<file path="config.mk">
export PLATFORM = sky130hd
export DESIGN_NAME = dmac_update
export DESIGN_NICKNAME = d
export VERILOG_FILES = /design/src/sv/direct_mapped_aging_cache_unit_macros.svh /design/src/sv/dmac_pkg.sv /design/src/sv/dmac_update.sv
export SDC_FILE = /design/constraint.sdc
export NUM_CORES = 1
export LEC_CHECK = 0
export BUFFER_PORTS_ARGS = -buffer_cell sky130_fd_sc_hd__buf_2
export CAP_MARGIN = 10
export CORE_MARGIN = 3
export CORE_UTILIZATION = 40
export DETAILED_ROUTE_END_ITERATION = 6
export GPL_TIMING_DRIVEN = 0
export PLACE_DENSITY = 0.73
export SYNTH_ARGS = -nofsm -noshare
export SYNTH_HDL_FRONTEND = slang
export SYNTH_SLANG_ARGS = --single-unit
</file>
<file path="constraint.sdc">
create_clock -name vclk -period 5.6
set_input_delay 0.28 -clock vclk [all_inputs]
set_output_delay 0.28 -clock vclk [all_outputs]
set_load 0.1 [all_outputs]
</file>
<file path="src/sv/direct_mapped_aging_cache_unit_macros.svh">
// Assertion macros for the direct-mapped aging cache unit.
`ifndef DIRECT_MAPPED_AGING_CACHE_UNIT_MACROS_SVH
`define DIRECT_MAPPED_AGING_CACHE_UNIT_MACROS_SVH

// Same-cycle implication, sampled on clk, off during reset.
`define DMAC_ASSERT_IMPL(label, pre, post) \
  label: assert property (@(posedge clk) disable iff (rst) (pre) |-> (post)) \
    else $error("dmac assertion failed");

// Next-cycle implication, sampled on clk, off during reset.
`define DMAC_ASSERT_NEXT(label, pre, post) \
  label: assert property (@(posedge clk) disable iff (rst) (pre) |=> (post)) \
    else $error("dmac assertion failed");

`endif

</file>
<file path="src/sv/dmac_pkg.sv">
// Shared codes and types of the direct-mapped aging cache unit.
package dmac_pkg;

  localparam int CMD_W   = 3;
  localparam int IDX_W   = 16;
  localparam int FIELD_W = 16;
  localparam int COUNT_W = 11;
  localparam int LIVE_MAX = 2047;

  localparam logic [CMD_W-1:0] CMD_ADD    = 3'd0;
  localparam logic [CMD_W-1:0] CMD_REMOVE = 3'd1;
  localparam logic [CMD_W-1:0] CMD_CLEAR  = 3'd2;
  localparam logic [CMD_W-1:0] CMD_FIND   = 3'd3;
  localparam logic [CMD_W-1:0] CMD_SWEEP  = 3'd4;

  localparam logic [1:0] KIND_EMPTY  = 2'd0;
  localparam logic [1:0] KIND_MARKER = 2'd1;
  localparam logic [1:0] KIND_LIVE   = 2'd2;

  // Per-slot tag: kind plus referenced bit.
  typedef struct packed {
    logic [1:0] kind;
    logic       refd;
  } slot_ent_t;

  // Decision of the slot update unit for one slot.
  typedef struct packed {
    logic      we;
    slot_ent_t ent;
    logic      handle_we;
    logic      hit;
    logic      marker;
  } slot_upd_t;

endpackage

</file>
<file path="src/sv/dmac_update.sv">
// Shared slot update unit: new slot tag, hit flags and live count step.
module dmac_update #(
  parameter int CW = 11
) (
  input  logic [dmac_pkg::CMD_W-1:0] cmd,
  input  logic                       is_null,
  input  dmac_pkg::slot_ent_t        ent,
  input  logic [CW-1:0]              count,
  output dmac_pkg::slot_upd_t        upd,
  output logic [CW-1:0]              count_next
);

  logic is_live;
  logic is_marker;
  logic inc;
  logic dec;
  logic [CW-1:0] after_dec;

  assign is_live   = (ent.kind == dmac_pkg::KIND_LIVE);
  assign is_marker = (ent.kind == dmac_pkg::KIND_MARKER);

  always_comb begin
    upd = '0;
    inc = 1'b0;
    dec = 1'b0;
    case (cmd)
      dmac_pkg::CMD_ADD: begin
        upd.we        = 1'b1;
        upd.ent.kind  = is_null ? dmac_pkg::KIND_MARKER : dmac_pkg::KIND_LIVE;
        upd.handle_we = !is_null;
        dec           = is_live;
        inc           = !is_null;
      end
      dmac_pkg::CMD_REMOVE: begin
        upd.we       = 1'b1;
        upd.ent.kind = dmac_pkg::KIND_EMPTY;
        dec          = is_live;
      end
      dmac_pkg::CMD_FIND: begin
        if (is_live) begin
          upd.we       = 1'b1;
          upd.ent.kind = dmac_pkg::KIND_LIVE;
          upd.ent.refd = 1'b1;
          upd.hit      = 1'b1;
        end else if (is_marker) begin
          upd.hit    = 1'b1;
          upd.marker = 1'b1;
        end
      end
      dmac_pkg::CMD_SWEEP: begin
        // Second chance: drop the referenced bit, or evict if already clear.
        if (is_live) begin
          upd.we       = 1'b1;
          upd.ent.kind = ent.refd ? dmac_pkg::KIND_LIVE : dmac_pkg::KIND_EMPTY;
          dec          = !ent.refd;
        end
      end
      default: begin
      end
    endcase
  end

  assign after_dec  = (dec && count != '0) ? count - CW'(1) : count;
  assign count_next = inc ? after_dec + CW'(1) : after_dec;

endmodule

</file>
# --- After elaboration in Yosys (flattened, before gate mapping) ---
# Index checks and enable logic that the tools add are counted.
totals:
  reg_bits: 0
  in_bits: 18
  out_inout_bits: 18
  wordCells: 28
op_classes:
  n_addsub: 2
  eq_ne: 5
  muxes: 15
  n_reduce_logical: 6
ops:
  columns: ["cell", "count"]
  rows:
  - ["11-bit 2-to-1 mux", 2]
  - ["3-bit one-hot mux with 4 select lines", 1]
  - ["11-bit by 1-bit adder with 11-bit output, second input constant", 1]
  - ["11-bit nonzero test", 1]
  - ["11-bit by 1-bit subtractor with 11-bit output, second input constant", 1]
  - ["2-bit 2-to-1 mux", 4]
  - ["1-bit 2-to-1 mux", 5]
  - ["4-bit 2-to-1 mux", 1]
  - ["3-bit by 1-bit == test with 1-bit output, second input constant", 1]
  - ["3-bit by 2-bit == test with 1-bit output, second input constant", 1]
  - ["3-bit == test, second input constant", 1]
  - ["3-bit logical NOT", 1]
  - ["3-bit 2-to-1 mux", 1]
  - ["2-bit by 1-bit == test with 1-bit output, second input constant", 1]
  - ["2-bit == test, second input constant", 1]
  - ["1-bit logical NOT", 2]
  - ["1-bit one-hot mux with 2 select lines", 1]
  - ["2-bit OR reduction", 1]
  - ["1-bit logical AND", 1]

# --- Depth between registers and ports, before layout ---
# Gate-level depths: netlist of the first run.
depth:
  depth_word: 7
  ltp_mapped: 10
  mapped_depth_nobuf: 9

# --- Worst setup path after synthesis of the first run ---
# OpenSTA, ideal clock, no wires.
synth_timing:
  kind: "input to output"
  from: "in count[7]"
  to: "out count_next[9]"
  arrival_ns: 3.927
  t_required_ns: 5.320
  slack_ns: 1.393
  cell_stages: 9
  path_buffers: 2
  cell_sequence: "or4_1 > buf_2 > nor4b_4 > o2111a_2 > o21ai_2 > or4_1 > buf_2 > nand2b_1 > xnor2_1"
synth_between:
  elab_chain_cells: 5
  elab_cells_between_ends: 6
  cone_classes: "2 x add/sub; 2 x mux; 2 x reduce/logical"
synth_rtl:
  columns: ["element", "line_no", "text"]
  rows:
  - ["start: declaration", "dmac_update.sv:8", "input logic [CW-1:0] count,"]
  - ["parallel branches: the longest is 2 deep, another holds 11-bit by 1-bit subtractor with 11-bit output", null, null]
  - ["11-bit 2-to-1 mux *", "dmac_update.sv:63", "assign after_dec = (dec && count != '0) ? count - CW'(1) : count;"]
  - ["11-bit by 1-bit adder with 11-bit output", "dmac_update.sv:64", "assign count_next = inc ? after_dec + CW'(1) : after_dec;"]
  - ["11-bit 2-to-1 mux *", "dmac_update.sv:64", null]
  - ["end: declaration", "dmac_update.sv:10", "output logic [CW-1:0] count_next"]
# Mark *: on every way between the ends.

# --- Worst setup path after layout of the first run ---
layout_timing:
  from: "in ent[1] (netlist bit)"
  to: "out count_next[8]"
layout_between:
  elab_chain_cells: 7
layout_rtl:
  columns: ["element", "line_no", "text"]
  rows:
  - ["start: declaration", "dmac_update.sv:7", "input dmac_pkg::slot_ent_t ent,"]
  - ["2-bit == test *", "dmac_update.sv:19", "assign is_live = (ent.kind == dmac_pkg::KIND_LIVE);"]
  - ["1-bit 2-to-1 mux", "dmac_update.sv:52", "if (is_live) begin"]
  - ["1-bit one-hot mux with 2 select lines *", "dmac_update.sv:26", "case (cmd)"]
  - ["1-bit logical AND *", "dmac_update.sv:63", null]
  - ["11-bit 2-to-1 mux *", "dmac_update.sv:63", null]
  - ["11-bit by 1-bit adder with 11-bit output", "dmac_update.sv:64", null]
  - ["11-bit 2-to-1 mux *", "dmac_update.sv:64", null]
# Every way passes the cells marked *; elsewhere a longest branch is shown, timed or not.

==> results of run 1 <==
==> per-stage QoR <==
stage,instances,utilization,area (um^2),setup slack [ns],hold WS (ns)
2_1_floorplan,99,-,656,1.39,0.823
5_1_grt,150,0.604,855,1.79,1.04
3_5_place_dp,150,0.604,855,2.08,1.02
3_3_place_gp,150,0.604,855,2.09,1.02
6_report,150,0.604,855,2.08,1.02
4_1_cts,150,0.604,855,2.07,1.02
==> layer usage <==
metal / global-route usage / vias up / wire length [um]
li1: - / 426 / -
met1: 0.236 / 359 / 814
met2: 0.253 / 19 / 780
met3: 0.00781 / 0 / 75
met4: 0 / 0 / 0
met5: 0 / - / 0
==> layout by cell type, fill, tap and decap left out, types with 3 or more instances in the layout <==
master | netlist | routed
or4_1 | 4 | 4
o21ai_0 | 5 | 5
nor3_1 | 6 | 6
nand2_1 | 8 | 8
nand3_1 | 5 | 5
mux2i_1 | 4 | 4
nor2_1 | 11 | 11
xnor2_1 | 11 | 11
buf_2 | 2 | 38
ha_1 | 3 | 3
inv_1 | 7 | 7
and2_1 | 3 | 3
xor2_1 | 4 | 4
==> final cells by class <==
class	instances	area (um^2)	area share
Buffer	3	17.5	0.0205
Tap cell	15	18.8	0.0220
Multi-Input combinational cell	89	612	0.716
Timing Repair Buffer	36	180	0.211
Inverter	7	26.3	0.0307
==> worst paths after layout <==
kind / from / slack, ns / to / depth (start not counted)
max: ent[1] / 2.08 / count_next[8] / 12
min: count[8] / 1.02 / count_next[8] / 3
==> cells in the mapped netlist <==
cell      instances  area, um^2
nor4_1            2        12.5
nand3_1           5        25.0
a31oi_1           1        6.26
a21oi_1           1        5.00
nor4_2            1        12.5
nand2_1           8        30.0
nor2_1           11        41.3
buf_4             1        7.51
nand2b_1          2        12.5
o22ai_1           1        6.26
xnor2_1          11        96.3
xor2_1            4        35.0
o21a_1            1        7.51
nor4b_1           1        8.76
buf_2             2        10.0
a21boi_0          1        7.51
inv_1             7        26.3
mux2i_1           4        40.0
nor3b_1           2        15.0
ha_1              3        37.5
nand4_1           2        12.5
o21ai_2           1        8.76
nand3b_1          2        15.0
o2111a_2          1        12.5
nor4b_4           1        23.8
o31a_1            1        8.76
o21bai_1          1        7.51
a21o_1            1        7.51
nor3_1            6        30.0
or4_1             4        30.0
nor2b_1           2        12.5
and2_1            3        18.8
o21ai_0           5        25.0
==> power groups by stage <==
stage                     combinational, mW  clock, mW  sequential (mW)
after CTS                            0.0946          0                0
after floorplan                      0.0732          0                0
final                                0.0944          0                0
after detailed placement             0.0944          0                0
after global placement               0.0934          0                0
after global routing                 0.0998          0                0
==> logic make-up (layout without fill, tap and decap cells) <==
family	count (synthesis)	count (layout)	share of synthesized area
AND/OR/NAND/NOR	52	52	0.458
adder cells (fa/ha/maj)	3	3	0.0573
buffers and inverters	10	46	0.0668
multiplexers	4	4	0.0611
AO/OA/AOI/OAI	15	15	0.157
XOR/XNOR	15	15	0.200
==> tightest hold or removal path, cell delays in order <==
cell	delay (ns)
buf_2	0.11
xor2_1	0.06
buf_2	0.28
==> flow_summary_export.csv, run 1 <==
group,metric,value,unit
outcome,status,"finished clean",
critical_path,critPathKind,"input port to output port",
global_route,grt_pass1_vias,618,
die,die_height,46.5,um
critical_path,cp_slowest_stage_delay,0.54,ns
timing,tns,0,ns
timing,worstMarginPinSlew,0.578,ns
min_path,hold_path_class,"input port to output port",
die,chipWidth,46.5,um
global_route,grt_pass1_wl,2620,um
power_and_ir_drop,p_leak,0.397,nW
synth,synth.cell_area,656,um^2
synth,seq_area_frac_synth,0,
detailed_routing,vias,804,
power_and_ir_drop,comb_power_share,1.000,
finish,seqCellArea,0,um^2
critical_path,crit_chain,"buf_2, inv_1, ha_1, nor2b_1, nand2_1, nor4_1, o21ai_2, or4_1, buf_2, mux2i_1, xor2_1, buf_2",
critical_path,cp_max_fo,6,
timing,min_period_over_period,0.629,
power_and_ir_drop,swShare,0.781,
placed_design,portBuffers,36,
global_route,grt_start_max_net_pins,9,
finish,fill_cells,153,
timing,final_hold_viol_count,0,
die,dieArea,2160,um^2
synth,yosys_warnings,0,
finish,num_antenna_cells,0,
finish,syn_to_final_growth,30.3,%
timing,min_period,3.52,ns
global_route,grt_usage,0.156,
timing,setup_viol,0,
synth,synth.distinct_cells,33,
critical_path,cp.required,5.32,ns
critical_path,crit_path_frequent_cell,"buf_2",
detailed_routing,drt-total-wl,1670,um
critical_path,startpoint_type,"input port",
detailed_routing,dr.pass1.iters,4,
synth,syn_inst,99,
power_and_ir_drop,switchingPower,0.0737,mW
finish,seq_cells,0,
finish,clock_buffers,0,
power_and_ir_drop,p_int,0.0207,mW
finish,drive_above_1_share,0.319,
timing,slew_headroom,0.610,
critical_path,cp.arrival,3.24,ns
clock_tree,post_cts_resized,0,
timing,rsz0062_at_grt,"false",
clock_tree,cts_hold_buffers,0,
power_and_ir_drop,clock_power_share,0,
power_and_ir_drop,power_frac_seq,0,
power_and_ir_drop,power.total,0.0944,mW
critical_path,worst-path-buf-inv,4,
critical_path,crit_path_end_kind,"output port",
die,initial_utilization,0.463,
placed_design,place.gp.congestion,0.794,
clock_tree,cts_setup_buffers,0,
critical_path,slowest_stage,"or4_1",
global_route,antenna_found_initial,0,
timing,slew_viol_final,0,
detailed_routing,ant_nets,0,
finish,nets,158,
detailed_routing,avgViaCountPerCell,5.36,
detailed_routing,wire_per_inst,11.1,um
synth,syn_nets,120,
power_and_ir_drop,power_density,110,nW/um^2
detailed_routing,drt_iter0_drc,12,
die,coreArea,1420,um^2
die,ios,36,
power_and_ir_drop,max-vdd-ir-drop,0.0000697,V
die,rows,13,
synth,syn_avg_cell_area,6.62,um^2
flow_run,maxCapViolCount,0,
placed_design,hpwl,1430,um
critical_path,critical-path-top-delay-family,"simple AND/OR/NAND/NOR gates",
detailed_routing,drc,0,
timing,fmax,0.284,GHz
global_route,overflow,0,
Power figures use the tool's default switching activity.
==> run 2: changes to the inputs <==
==> constraint.sdc (replaced) <==
create_clock -name vclk -period 3.3
set_input_delay 0.165 -clock vclk [all_inputs]
set_output_delay 0.165 -clock vclk [all_outputs]
set_load 0.1 [all_outputs]
==> run 2 against run 1 <==
  * Flip-flop and latch count is the same
  * Via count grew 2.5%
  * Global-route usage grew 2.8 points
  * Total power grew 85%
  * Routed wire length grew 8.7%
  * Non-clock buffer count grew 1
  * First-iteration DRC count grew 50%
  * Critical path type unchanged
  * Critical path depth shrank 1
==> flow_summary_export.csv, run 2 (synthesis gave the netlist of run 1 again) <==
group,metric,value,unit
outcome,status,"finished clean",
finish,fin_area,1020,um^2
die,die_height,46.5,um
placed_design,place.gp.congestion,0.801,
critical_path,cp.arrival,2.92,ns
timing,setup_viol,0,
finish,num_antenna_cells,0,
placed_design,dp.cells,150,
power_and_ir_drop,power_density,171,nW/um^2
detailed_routing,drc,0,
detailed_routing,avgViaCountPerCell,5.46,
finish,drive_above_1_share,0.397,
timing,min_period_over_period,0.935,
timing,fmax,0.324,GHz
detailed_routing,drt-total-wl,1820,um
timing,rsz0062_at_grt,"false",
power_and_ir_drop,comb_power_share,1.000,
power_and_ir_drop,p_leak,0.447,nW
critical_path,startpoint_type,"input port",
die,initial_utilization,0.463,
die,dieArea,2160,um^2
power_and_ir_drop,p_int,0.0438,mW
critical_path,crit_path_end_kind,"output port",
finish,nets,159,
finish,fill_cells,127,
finish,final_cell_mix,"buf_2, nor2_1, nand2_1",
power_and_ir_drop,power_frac_seq,0,
placed_design,place_area,940,um^2
detailed_routing,drt_iter0_drc,18,
placed_design,portBuffers,36,
critical_path,critPathKind,"input port to output port",
die,ios,36,
critical_path,crit_path_frequent_cell,"or4_1",
finish,stdcell_count,151,
timing,worstMarginPinSlew,0.600,ns
detailed_routing,dr.pass1.iters,4,
placed_design,hpwl,1480,um
timing,slew_headroom,0.596,
clock_tree,cts_hold_buffers,0,
global_route,overflow,0,
finish,final_common_cell,"buf_2",
timing,slew_viol_final,0,
timing,min_period,3.09,ns
power_and_ir_drop,clock_power_share,0,
finish,syn_to_final_growth,55.7,%
critical_path,cp_max_fo,6,
power_and_ir_drop,max-vdd-ir-drop,0.000104,V
critical_path,cp.required,3.13,ns
timing,final_hold_viol_count,0,
finish,seqCellArea,0,um^2
critical_path,cp_slowest_stage_delay,0.53,ns
global_route,grt_pass1_wl,3080,um
power_and_ir_drop,swShare,0.749,
detailed_routing,vias,824,
finish,seq_cells,0,
critical_path,slowest_stage,"or4_1",
die,rows,13,
global_route,grt_start_max_net_pins,9,
die,chipWidth,46.5,um
timing,tns,0,ns
detailed_routing,wire_per_inst,12.0,um
min_path,hold_path_class,"input port to output port",
critical_path,crit_chain,"buf_2, or4_1, buf_4, nor4b_4, o2111a_2, o21ai_2, or4_1, buf_6, nand3b_1, xor2_4, buf_12",
finish,clock_buffers,0,
global_route,antenna_found_initial,0,
power_and_ir_drop,switchingPower,0.131,mW
die,coreArea,1420,um^2
global_route,grt_pass1_vias,743,
detailed_routing,ant_nets,0,
flow_run,maxCapViolCount,0,
global_route,grt_usage,0.184,
## run 2: changes by cell type in the layout (fill, tap and decap cells not counted), sizes merged
cell  before  now
buf       39   40
## run 2: power by group through the flow
stage | Sequential [mW] | Combinational (mW) | Clock, mW
2_1_floorplan | 0 | 0.129 | 0
3_3_place_gp | 0 | 0.165 | 0
3_5_place_dp | 0 | 0.167 | 0
4_1_cts | 0 | 0.171 | 0
5_1_grt | 0 | 0.185 | 0
6_report | 0 | 0.175 | 0
## run 2: critical path: cells and delay by family
family                    cells  cell delay (ns)
AOI/OAI and AO/OA             2             0.36
and+or+nand+nor               4             1.52
xor gates and xnor gates      1             0.20
buffers and inverters         4             0.68
## run 2: per-layer routing
| metal | vias to the layer above | part of all wire | global-route usage |
|---|---|---|---|
| met5 | - | 0 | 0 |
| met4 | 0 | 0 | 0 |
| met3 | 0 | 0.046 | 0 |
| met2 | 23 | 0.50 | 0.349 |
| met1 | 369 | 0.45 | 0.243 |
| li1 | 432 | - | - |
## run 2: layout make-up
type,count,area [um^2],share of cell area
Buffer,3,26.3,0.0257
Inverter,7,26.3,0.0257
Multi-Input combinational cell,89,728,0.713
Tap cell,15,18.8,0.0184
Timing Repair Buffer,37,221,0.217
## run 2: repair_timing
item                                    in CTS  in global routing
buffers inserted                             0                  1
pin swaps                                    0                  4
endpoints found under the setup margin       3                  5
hold endpoints to repair                     0                  0
resized for setup                            8                 13
## run 2: path summary, 6_finish.rpt
kind	start	end	slack [ns]	depth (start not counted)
worst max-delay path	count[7]	count_next[10]	0.21	11
worst min-delay path	count[8]	count_next[8]	0.75	3
## run 2: through the flow
stage | hold WS [ns] | utilization | power (mW) | setup WS [ns]
floorplan | 0.519 | - | 0.129 | -0.0613
global route | 0.770 | 0.721 | 0.185 | 0.0314
detailed placement | 0.819 | 0.664 | 0.167 | -0.213
finish | 0.745 | 0.721 | 0.175 | 0.214
global placement | 0.814 | 0.664 | 0.165 | -0.200
CTS | 0.754 | 0.683 | 0.171 | 0.000515
==> run 3: changes to the inputs <==
--- a/config.mk
+++ b/config.mk
@@ -8,10 +8,10 @@
 export BUFFER_PORTS_ARGS = -buffer_cell sky130_fd_sc_hd__buf_2
 export CAP_MARGIN = 10
 export CORE_MARGIN = 3
-export CORE_UTILIZATION = 40
+export CORE_UTILIZATION = 48
 export DETAILED_ROUTE_END_ITERATION = 6
 export GPL_TIMING_DRIVEN = 0
-export PLACE_DENSITY = 0.73
+export PLACE_DENSITY = 0.85
 export SYNTH_ARGS = -nofsm -noshare
 export SYNTH_HDL_FRONTEND = slang
 export SYNTH_SLANG_ARGS = --single-unit
==> run 3 against run 2 <==
  * Hold slack improved by 0.010 ns
  * Combinational power barely moved
  * Routed wire length rose by 24%
  * Cell count did not move
  * Core utilization rose by 15 points
  * Total power rose by 1.8%
  * Flip-flop and latch count did not move
  * Largest power group unchanged
  * Highest routed layer is now met4
==> flow_summary_export.csv, run 3 (synthesis gave the netlist of run 1 again) <==
group,metric,value,unit
outcome,status,"finished clean",
timing,hold_ws,0.755,ns
critical_path,cp.required,3.13,ns
timing,fmax,0.309,GHz
critical_path,critPathKind,"input port to output port",
die,dieArea,1850,um^2
placed_design,dpl_worst_slack,-0.202,ns
power_and_ir_drop,power_density,171,nW/um^2
detailed_routing,ant_nets,0,
power_and_ir_drop,p_leak,0.458,nW
timing,final_hold_viol_count,0,
global_route,grt_pass1_wl,2900,um
placed_design,portBuffers,36,
finish,seq_cells,0,
detailed_routing,vias,889,
detailed_routing,drt_iter0_drc,25,
timing,setup_viol,0,
detailed_routing,avgViaCountPerCell,5.89,
critical_path,crit_path_end_kind,"output port",
finish,final_common_cell,"buf_2",
timing,min_period,3.24,ns
timing,tns,0,ns
flow_run,maxCapViolCount,0,
global_route,overflow,0,
global_route,antenna_found_initial,0,
critical_path,startpoint_type,"input port",
finish,fin_area,1040,um^2
detailed_routing,drt-total-wl,2250,um
timing,fin_ws,0.0588,ns
die,rows,12,
global_route,grt_usage,0.185,
finish,drive_above_1_share,0.416,
min_path,hold_path_class,"input port to output port",
power_and_ir_drop,max-vdd-ir-drop,0.000119,V
detailed_routing,wire_per_inst,14.9,um
finish,num_antenna_cells,0,
finish,clock_buffers,0,
global_route,grt_start_max_net_pins,9,
timing,slew_headroom,0.582,
timing,worstMarginPinSlew,0.621,ns
die,chipWidth,43.0,um
finish,nets,160,
finish,syn_to_final_growth,58.4,%
critical_path,cp.arrival,3.08,ns
detailed_routing,drc,0,
die,ios,36,
die,die_height,43.0,um
timing,min_period_over_period,0.982,
finish,final_cell_mix,"buf_2, nor2_1, nand2_1",
finish,seqCellArea,0,um^2
placed_design,place_area,938,um^2
global_route,grt_pass1_vias,754,
placed_design,hpwl,1470,um
die,coreArea,1190,um^2
critical_path,cp_max_fo,6,
placed_design,place.gp.congestion,0.784,
die,initial_utilization,0.553,
timing,slew_viol_final,0,
detailed_routing,dr.pass1.iters,4,
run 3: changes by cell type in the layout (fill, tap and decap cells not counted), sizes merged:
cell,previous run,this run
buf,40,41
run 3: worst paths after layout:
check | from | endpoint | slack (ns) | cells past startpoint
setup / recovery | ent[1] | count_next[8] | 0.06 | 12
hold / removal | count[8] | count_next[8] | 0.76 | 3
run 3: final cells by class:
type | count | area [um^2]
fill | 62 | 148
buffer | 3 | 33.8
tap | 14 | 17.5
timing repair buffer | 38 | 225
inverter | 7 | 26.3
multi-input combinational | 89 | 736
run 3: repair_timing:
item                       CTS  global route
pin swaps                    0             4
cloned                       0             0
buffers inserted             0             2
resized for setup            9            14
hold buffers                 0             0
setup endpoints to repair    4             4
run 3: per-layer routing:
metal | global-route usage | vias up | share of wire
met5 | 0 | - | 0
met4 | 0.0361 | 0 | 0.012
met1 | 0.223 | 405 | 0.38
met2 | 0.356 | 49 | 0.54
li1 | - | 431 | -
met3 | 0.00424 | 4 | 0.077
run 3: worst max-delay path, stage by stage:
cell and delay [ns]:
buf_2 0.11, inv_1 0.05, ha_1 0.21, nor2b_1 0.35, nand3_1 0.27, or4_1 0.52
a21oi_1 0.37, or4_4 0.22, buf_8 0.12, mux2i_4 0.29, xor2_4 0.16, buf_6 0.23
run 3: power breakdown:
| group | leakage, nW | internal (mW) | switching (mW) | total (mW) |
|---|---|---|---|---|
| combinational | 0.458 | 0.0440 | 0.134 | 0.178 |
| clock | 0 | 0 | 0 | 0 |
| sequential | 0 | 0 | 0 | 0 |
| total | 0.458 | 0.0440 | 0.134 | 0.178 |
run 3: through the flow:
stage	cells	total power, mW	util
after detailed placement	149	0.167	0.791
after global routing	151	0.186	0.876
after global placement	149	0.165	0.791
final	151	0.178	0.876
after floorplan	99	0.129	-
after CTS	149	0.171	0.815
